File: config.mk
export PLATFORM = sky130hd
export DESIGN_NAME = sorted_insert_priority_queue_unit
export DESIGN_NICKNAME = d
export VERILOG_FILES = /design/src/hdl/spq_pkg.sv /design/src/hdl/sorted_insert_priority_queue_unit.sv /design/src/hdl/spq_cell.sv
export SDC_FILE = /design/constraint.sdc
export NUM_CORES = 2
export LEC_CHECK = 0
export ABC_AREA = 1
export BUFFER_PORTS_ARGS = -buffer_cell sky130_fd_sc_hd__buf_2
export CORE_ASPECT_RATIO = 1.25
export CORE_MARGIN = 2
export CORE_UTILIZATION = 35
export DETAILED_ROUTE_END_ITERATION = 16
export PLACE_DENSITY = 0.48
export SLEW_MARGIN = 20
export SYNTH_ARGS = -nofsm -noshare
export SYNTH_HDL_FRONTEND = slang
export SYNTH_SLANG_ARGS = --single-unit
File: constraint.sdc
create_clock -name clk -period 5.24 [get_ports clk]
set_clock_uncertainty 0.05 [all_clocks]
set_input_delay 0.524 -clock clk [delete_from_list [all_inputs] [get_ports clk]]
set_output_delay 0.524 -clock clk [all_outputs]
set_load 0.05 [all_outputs]
File: src/hdl/spq_pkg.sv
`timescale 1ns / 1ps
// shared types and constants for the sorted-insert priority queue
// no dependencies; imported by spq_cell and the top level

package spq_pkg;

  // queue size and derived widths
  localparam int DEPTH = 32;
  localparam int CNT_W = $clog2(DEPTH + 1);
  localparam int KEY_W = 16;
  localparam int TIME_W = 16;
  localparam int KIND_W = 3;
  localparam int OCC_W = 6;

  // stream widths
  localparam int IN_DATA_W = 40;
  localparam int OUT_DATA_W = 48;

  // operation codes carried in tuser
  localparam logic OP_PUSH = 1'b0;
  localparam logic OP_POP = 1'b1;

  // result status codes
  typedef enum logic [1:0] {
    ST_OK    = 2'd0,
    ST_EMPTY = 2'd1,
    ST_FULL  = 2'd2
  } status_t;

  // data carried with each key
  typedef struct packed {
    logic              is_start_event;
    logic [TIME_W-1:0] end_time;
    logic [KIND_W-1:0] package_kind;
    logic [KIND_W-1:0] test_kind;
  } payload_t;

  // one slot of the queue
  typedef struct packed {
    logic             valid;
    logic [KEY_W-1:0] key;
    payload_t         payload;
  } entry_t;

  // command broadcast to every cell
  typedef struct packed {
    logic push;
    logic pop;
  } cell_ctrl_t;

endpackage

File: src/hdl/sorted_insert_priority_queue_unit.sv
`timescale 1ns / 1ps
// top level of the sorted-insert priority queue: chain of spq_cell slots,
// entry counter and registered result stage; uses spq_pkg and spq_cell

// The queue holds up to DEPTH entries in ascending key order in a row of
// cells; every cell compares its key with the incoming one in parallel and
// all cells shift together, so a push or a pop updates the row at once.
// An item is accepted in any cycle in which the result register is empty
// or its result is being taken, so sustained throughput is one item per
// clock; the result is registered and shown in the cycle after acceptance.
// A push with a key equal to the head's goes right behind the head; a push
// into a full queue is rejected with status full, a pop on an empty queue
// returns status empty with zero fields. Reset empties the queue at once.

module sorted_insert_priority_queue_unit import spq_pkg::*; (
  input  logic                  clk,
  input  logic                  rst,
  input  logic                  s_tvalid,
  output logic                  s_tready,
  // is_start_event, prio_key, end_time, package_kind, test_kind, zero pad
  input  logic [IN_DATA_W-1:0]  s_tdata,
  // operation
  input  logic                  s_tuser,
  output logic                  m_tvalid,
  input  logic                  m_tready,
  // status, out_is_start_event, out_prio_key, out_end_time,
  // out_package_kind, out_test_kind, now_empty, occupancy
  output logic [OUT_DATA_W-1:0] m_tdata
);

  logic             accept;
  logic             is_push;
  logic             full;
  logic             empty;
  logic [CNT_W-1:0] count;
  logic [CNT_W-1:0] count_next;
  cell_ctrl_t       ctrl;
  entry_t           new_entry;
  entry_t           cell_q     [DEPTH];
  logic             cell_stay  [DEPTH];
  entry_t           prev_entry [DEPTH];
  logic             prev_stay  [DEPTH];
  entry_t           next_entry [DEPTH];
  logic [DEPTH-1:0] valid_vec;

  // result register
  logic                  out_valid;
  status_t               res_status;
  entry_t                res_entry;
  logic [CNT_W-1:0]      res_count;
  status_t               status_next;
  entry_t                res_entry_next;

  // input handshake
  assign s_tready = !out_valid || m_tready;
  assign accept   = s_tvalid && s_tready;
  assign is_push  = (s_tuser == OP_PUSH);
  assign full     = (count == CNT_W'(DEPTH));
  assign empty    = (count == '0);

  // unpack the incoming item
  assign new_entry.valid                  = 1'b1;
  assign new_entry.payload.is_start_event = s_tdata[0];
  assign new_entry.key                    = s_tdata[16:1];
  assign new_entry.payload.end_time       = s_tdata[32:17];
  assign new_entry.payload.package_kind   = s_tdata[35:33];
  assign new_entry.payload.test_kind      = s_tdata[38:36];

  // command to the chain
  assign ctrl.push = accept && is_push && !full;
  assign ctrl.pop  = accept && (s_tuser == OP_POP) && !empty;

  // cell chain
  for (genvar i = 0; i < DEPTH; i++) begin : g_cell
    if (i == 0) begin : g_first
      assign prev_entry[i] = '0;
      assign prev_stay[i]  = 1'b1;
    end else begin : g_inner
      assign prev_entry[i] = cell_q[i-1];
      assign prev_stay[i]  = cell_stay[i-1];
    end
    if (i == DEPTH - 1) begin : g_last
      assign next_entry[i] = '0;
    end else begin : g_mid
      assign next_entry[i] = cell_q[i+1];
    end
    assign valid_vec[i] = cell_q[i].valid;

    spq_cell u_cell (
      .clk        (clk),
      .rst        (rst),
      .ctrl       (ctrl),
      .head_cell  (i == 0),
      .new_entry  (new_entry),
      .prev_entry (prev_entry[i]),
      .prev_stay  (prev_stay[i]),
      .next_entry (next_entry[i]),
      .entry      (cell_q[i]),
      .stay       (cell_stay[i])
    );
  end

  // entry counter
  always_comb begin
    count_next = count;
    if (ctrl.push) begin
      count_next = count + CNT_W'(1);
    end else if (ctrl.pop) begin
      count_next = count - CNT_W'(1);
    end
  end

  always_ff @(posedge clk) begin
    if (rst) begin
      count <= '0;
    end else begin
      count <= count_next;
    end
  end

  // result of the accepted item
  always_comb begin
    status_next    = ST_OK;
    res_entry_next = '0;
    if (is_push) begin
      if (full) begin
        status_next = ST_FULL;
      end
    end else if (empty) begin
      status_next = ST_EMPTY;
    end else begin
      res_entry_next = cell_q[0];
    end
  end

  always_ff @(posedge clk) begin
    if (rst) begin
      out_valid <= 1'b0;
    end else if (accept) begin
      out_valid <= 1'b1;
    end else if (m_tready) begin
      out_valid <= 1'b0;
    end
  end

  always_ff @(posedge clk) begin
    if (accept) begin
      res_status <= status_next;
      res_entry  <= res_entry_next;
      res_count  <= count_next;
    end
  end

  // pack the result
  assign m_tvalid = out_valid;
  assign m_tdata  = {OCC_W'(res_count),
                     (res_count == '0),
                     res_entry.payload.test_kind,
                     res_entry.payload.package_kind,
                     res_entry.payload.end_time,
                     res_entry.key,
                     res_entry.payload.is_start_event,
                     res_status};

  // checks on the chain and counter
  a_count_bound: assert property (@(posedge clk) disable iff (rst)
    count <= CNT_W'(DEPTH))
    else $error("entry count above queue depth");

  a_valid_count: assert property (@(posedge clk) disable iff (rst)
    $countones(valid_vec) == int'(count))
    else $error("cell valid bits disagree with entry count");

  a_head_valid: assert property (@(posedge clk) disable iff (rst)
    valid_vec[0] == (count != '0))
    else $error("head cell valid does not match queue emptiness");

  a_full_reject: assert property (@(posedge clk) disable iff (rst)
    (accept && is_push && full) |=> (m_tvalid && (res_status == ST_FULL) && full))
    else $error("push into full queue not rejected");

  a_pop_count: assert property (@(posedge clk) disable iff (rst)
    ctrl.pop |=> (count == $past(count) - CNT_W'(1)))
    else $error("pop did not decrement entry count");

endmodule

File: src/hdl/spq_cell.sv
`timescale 1ns / 1ps
// one slot of the sorted queue chain: holds an entry, compares it with
// the incoming key and shifts toward either neighbor; uses spq_pkg

module spq_cell import spq_pkg::*; (
  input  logic       clk,
  input  logic       rst,
  input  cell_ctrl_t ctrl,
  input  logic       head_cell,   // tie goes behind this cell
  input  entry_t     new_entry,
  input  entry_t     prev_entry,
  input  logic       prev_stay,
  input  entry_t     next_entry,
  output entry_t     entry,
  output logic       stay
);

  logic             valid;
  logic [KEY_W-1:0] key;
  payload_t         payload;
  entry_t           entry_next;

  assign entry = '{valid: valid, key: key, payload: payload};

  // entry keeps its slot on a push when it sorts ahead of the new key
  assign stay = valid && ((key < new_entry.key) || (head_cell && (key == new_entry.key)));

  // choose what this slot holds after the command
  always_comb begin
    entry_next = entry;
    if (ctrl.push) begin
      if (!stay) begin
        entry_next = prev_stay ? new_entry : prev_entry;
      end
    end else if (ctrl.pop) begin
      entry_next = next_entry;
    end
  end

  // valid bit
  always_ff @(posedge clk) begin
    if (rst) begin
      valid <= 1'b0;
    end else begin
      valid <= entry_next.valid;
    end
  end

  // key and payload
  always_ff @(posedge clk) begin
    key     <= entry_next.key;
    payload <= entry_next.payload;
  end

endmodule
## Yosys cells after proc, flatten, opt, wreduce, memory -nomap -nowiden

Index checks and enable logic that the tools add are counted.

- Bits in registers: 1,334
- Bits of input ports: 45
- Output and inout bits: 50
- Logic and storage cells: 483

- $add $sub $neg: 2
- Order comparisons: 32
- Eq/ne operators: 34
- Muxes and demuxes: 134
- Bitwise operators: 1
- Reductions and logical operators: 79

Operators by type and width:

| cell | count |
|---|---|
| two-way mux 40 bit | 127 |
| less-than comparator 16 bit | 32 |
| inequality test 2 bit (second input constant) | 32 |
| AND reduction 2 bit | 32 |
| logical AND 1 bit | 37 |
| == test 16 bit | 1 |
| zero test 6 bit | 2 |
| two-way mux 6 bit | 2 |
| adder 6 x 1 -> 6 bit (second input constant) | 1 |
| == test 6 bit (second input constant) | 1 |
| subtractor 6 x 1 -> 6 bit (second input constant) | 1 |
| two-way mux 2 bit | 2 |
| nonzero test 2 bit | 2 |
| zero test 1 bit | 3 |
| two-way mux 1 bit | 3 |
| logical OR 1 bit | 2 |
| OR reduction 2 bit | 1 |
| inverter 1 bit | 1 |

## Longest topological paths before layout

- Depth after elaboration: 7
- Depth in mapped cells: 17
- Depth with buffers taken out: 16

## Hierarchy

A second synthesis with hierarchy kept.

- Cells, all modules: 9,973
- Area total of the unflattened synthesis: 81,804.7 sq um

By module, submodules not included:

| module | instances | cells each | area each (sq um) | seq. area each (sq um) |
|---|---|---|---|---|
| spq_cell at g_cell[0].u_cell ... | 18 | 304 | 2,478.6 | 1,191.1 |
| spq_cell at g_cell[16].u_cell ... | 14 | 305 | 2,482.4 | 1,191.1 |
| sorted_insert_priority_queue_unit | 1 | 231 | 2,436.1 | 1,551.5 |

## Least setup slack after synthesis

No wires, ideal clock.

- Kind: input to register
- From: input port s_tdata[16]
- To: register g_cell[1].u_cell.payload, in the netlist g_cell[1].u_cell.entry[0], enable pin
- Setup time: 0.524 ns
- Arrival time: 3.604 ns
- Required time: 4.666 ns
- Slack: 1.061 ns
- Stages on the path: 12
- Path buffers: 2
- Cells stage by stage: inv_1 > clkbuf_1 > ha_1 > nand2_1 > inv_1 > nor3_1 > o211ai_1 > nor2_1 > nand2_1 > clkbuf_1 > nand2_1 > nand2_1

- Longest elaborated chain between the ends: 4

Ends and longest elaborated chain:

| element | line | text |
|---|---|---|
| from (decl) | sorted_insert_priority_queue_unit.sv:21 | `input logic [IN_DATA_W-1:0] s_tdata,` |
| less-than comparator 16 bit | spq_cell.sv:26 | `assign stay = valid && ((key < new_entry.key) \|\| (head_cell && (key == new_entry.key)));` |
| logical AND 1 bit | spq_cell.sv:26 |  |
| inequality test 2 bit (no line) | n/a |  |
| AND reduction 2 bit (no line) | n/a |  |
| to (signal assigned) | spq_cell.sv:52 | `payload <= entry_next.payload;` |
| to (decl) | spq_cell.sv:20 | `payload_t payload;` |

No other way between the ends.
A chain may end at the register's enable or synchronous reset.

==> impl_metrics.yaml <==
routing:
  wl_um: 302600
  wl_per_cell_um: 20.68
  drc: 0
  drt-initial-drc-count: 6744
  first_pass_iters: 8
  ant_nets: 0
  viasPerCell: 5.108
  vias: 74736
power_and_ir_drop:
  ir_drop_v: 0.0002229
  internal-power_mw: 23.71
  p_sw_share_pct: 34.95
  clock_power_share_pct: 30.3
  leakagePower_nw: 46.35
  net-switching-power_mw: 12.74
  total_power_mw: 36.44
  p_comb_share_pct: 26.3
  power_density_nw_per_um2: 382.9
  seqPwrFrac_pct: 43.4
clock_tree:
  htree_num_levels: 4
  numCtsBuffers: 164
  tritoncts: "built"
  cts-root-buf: "clkbuf_16"
  cts_sinks: 1334
  clk_latency_ps: 850
  cts_buffer_depth: 4
  cts.clk_slew.worst_paths_ps: 60
global_routing:
  antenna_found_initial: 4
  grt_pass1_wl_um: 462200
  track_usage_pct: 23.50
  grt_max_degree: 212
  grt_pass1_vias: 72643
  globalRouteOverflowTotal: 0
synthesis:
  synth-seq-area-share_pct: 45.72
  synth_area_per_cell_um2: 7.567
  synth_common_cells: "nand2_1 (4193), nand3_1 (2506), inv_1 (1485)"
  netlist.top_cell.by_area: "edfxtp_1"
  syn-instance-count: 11467
  synth_top_area_share_pct: 44.82
  ys_warn_count: 0
  ys_top_cells_by_area: "edfxtp_1 (45%), nand2_1 (18%), nand3_1 (14%), ha_1 (7.0%), inv_1 (6.4%)"
  syn_area_um2: 86770
  synthArstFlopShare_pct: 0
  synth_ff_type: "edfxtp_1"
  synth-edff-count: 1295
  synth_most_common_cell: "nand2_1"
  ys_ff_latch: 1334
  syn_nets: 11996
  synth_cell_types: 30
die:
  dieHeight_um: 560.7
  coreArea_um2: 246800
  die_area_um2: 251900
  ios: 95
  die_w_um: 449.3
  initial_core_util_pct: 35.15
  rows: 204
worst_setup_path:
  cp_cell_sequence: "inv_1 -> ha_1 -> nor3b_2 -> nand3_1 -> nand2_8 -> inv_8 -> buf_12 -> buf_4 -> nand3_1 -> nand2_1"
  critPathArrivalTime_ps: 4280
  critPathTopFamily: "buffers and inverters"
  end_kind: "register"
  crit_required_ps: 5860
  crit_fanout: 83
  slowest_delay_ps: 600
  crit_top_cell: "nand3_1"
  start_kind: "register"
  crit_buf_inv: 4
  crit_slowest_cell: "inv_8"
  critical_path_class: "register to register"
final_layout:
  syn2layout_area_growth_pct: 9.685
  final_util_pct: 38.56
  final_nets: 11735
  drive_gt1_share_pct: 5.843
job:
  cap_violations: 0
timing:
  max_freq_ghz: 0.2733
  setup_viol: 0
  worst_pin_slew_ps: 1179
  finalHoldViolCount: 0
  whs_ps: 59.26
  maxSlewViolCount: 0
  period_share_pct: 69.84
  final.min_clock_period_ps: 3660
  rsz0062_at_grt: "no"
  worst_slack_ps: 1580
  tns_ps: 0
  max_slew_margin_pct: 21.38
placement:
  dpl_worst_slack_ps: 1243
  port_buffers: 93
  gp_congestion: 0.8993
  post-dp-hpwl_um: 210300
run_status:
  outcome: "completed"
worst_hold_path:
  hp-class: "input port to register"
sequential cells by signal, summed over array words and instances, names as in the netlist:
register             count
m_tdata                 39
g_cell.u_cell.entry    736
g_cell.u_cell.key      512
g_cell.u_cell.valid     32
res_status               2
count                    6
res_count                6
m_tvalid                 1
tightest hold or removal path: stages:
cell	delay, ps
buf_2	120
nand2_1	110
o21ai_0	90
per-layer routing:
layer	wire length [um]	up-vias	GRT usage, %
li1	-	36750	-
met4	17120	2	11.62
met3	15870	523	2.555
met1	130400	35167	30.96
met2	139200	2294	38.33
met5	13	-	0
power by group through the flow:
stage / registers, mW / logic, mW / clock network [mW]
detailed placement: 16.0 / 9.57 / 0
finish: 15.8 / 9.59 / 11.0
global placement: 16.0 / 9.39 / 0
global route: 16.0 / 10.9 / 11.6
floorplan: 15.6 / 6.62 / 0
CTS: 15.8 / 9.62 / 11.3
cell type report:
type	instances	area (um2)
Sequential cell	1334	39670
Fill cell	25803	151700
Tap cell	3296	4124
Inverter	1489	5619
Antenna cell	5	12.51
Multi-Input combinational cell	7849	37920
Timing Repair Buffer	368	2880
Clock buffer	230	4444
Clock inverter	59	504.2
what timing repair did:
action                                  4_1_cts  5_1_grt
endpoints found under the hold margin         9        0
hold buffers                                  5        0
gates resized for setup                       0        0
buffers inserted                              0        0
endpoints found under the setup margin        0        0
layout by cell type (no fill, tap or decap), types with 31 or more instances in the layout:
| master | instances |
|---|---|
| nor2_1 | 122 |
| clkbuf_1 | 59 |
| clkbuf_16 | 166 |
| ha_1 | 484 |
| clkinv_2 | 34 |
| edfxtp_1 | 1295 |
| o21ai_0 | 86 |
| dfxtp_1 | 39 |
| inv_1 | 1445 |
| nand3_1 | 2506 |
| a21oi_1 | 222 |
| nand2_1 | 4191 |
| nand3b_1 | 31 |
| buf_4 | 243 |
| buf_2 | 93 |
cell families (layout without fill, tap and decap cells):
group                      after synthesis  count (layout)  synth area share (%)
and+or+nand+nor                       6936            6936                 33.89
buffers and inverters                 2284            2146                 10.70
DFF                                   1334            1334                 45.72
adders and majority gates              484             484                 6.979
AOI/OAI and AO/OA                      423             423                 2.650
xor gates and xnor gates                 6               6               0.06057
other                                    0               5                     0
path summary, 6_finish.rpt:
kind	cells after the start	start	end	slack, ps
worst min register to register	2	g_cell[31].u_cell.valid$_SDFFE_PP0P_	g_cell[31].u_cell.valid$_SDFFE_PP0P_	450
worst max register to register	10	count[0]$_SDFF_PP0_	g_cell[18].u_cell.entry[15]$_DFFE_PP_	1580
worst max-delay path	10	count[0]$_SDFF_PP0_	g_cell[18].u_cell.entry[15]$_DFFE_PP_	1580
worst min-delay path	3	s_tdata[24]	g_cell[0].u_cell.entry[13]$_DFFE_PP_	60
stage by stage:
stage	std cells	cell area, um2
2_1_floorplan	11467	86770
3_3_place_gp	14331	90160
3_5_place_dp	14331	90160
4_1_cts	14625	95160
5_1_grt	14626	95160
6_report	14630	95170
No activity file was read; power rests on OpenSTA's default activity.
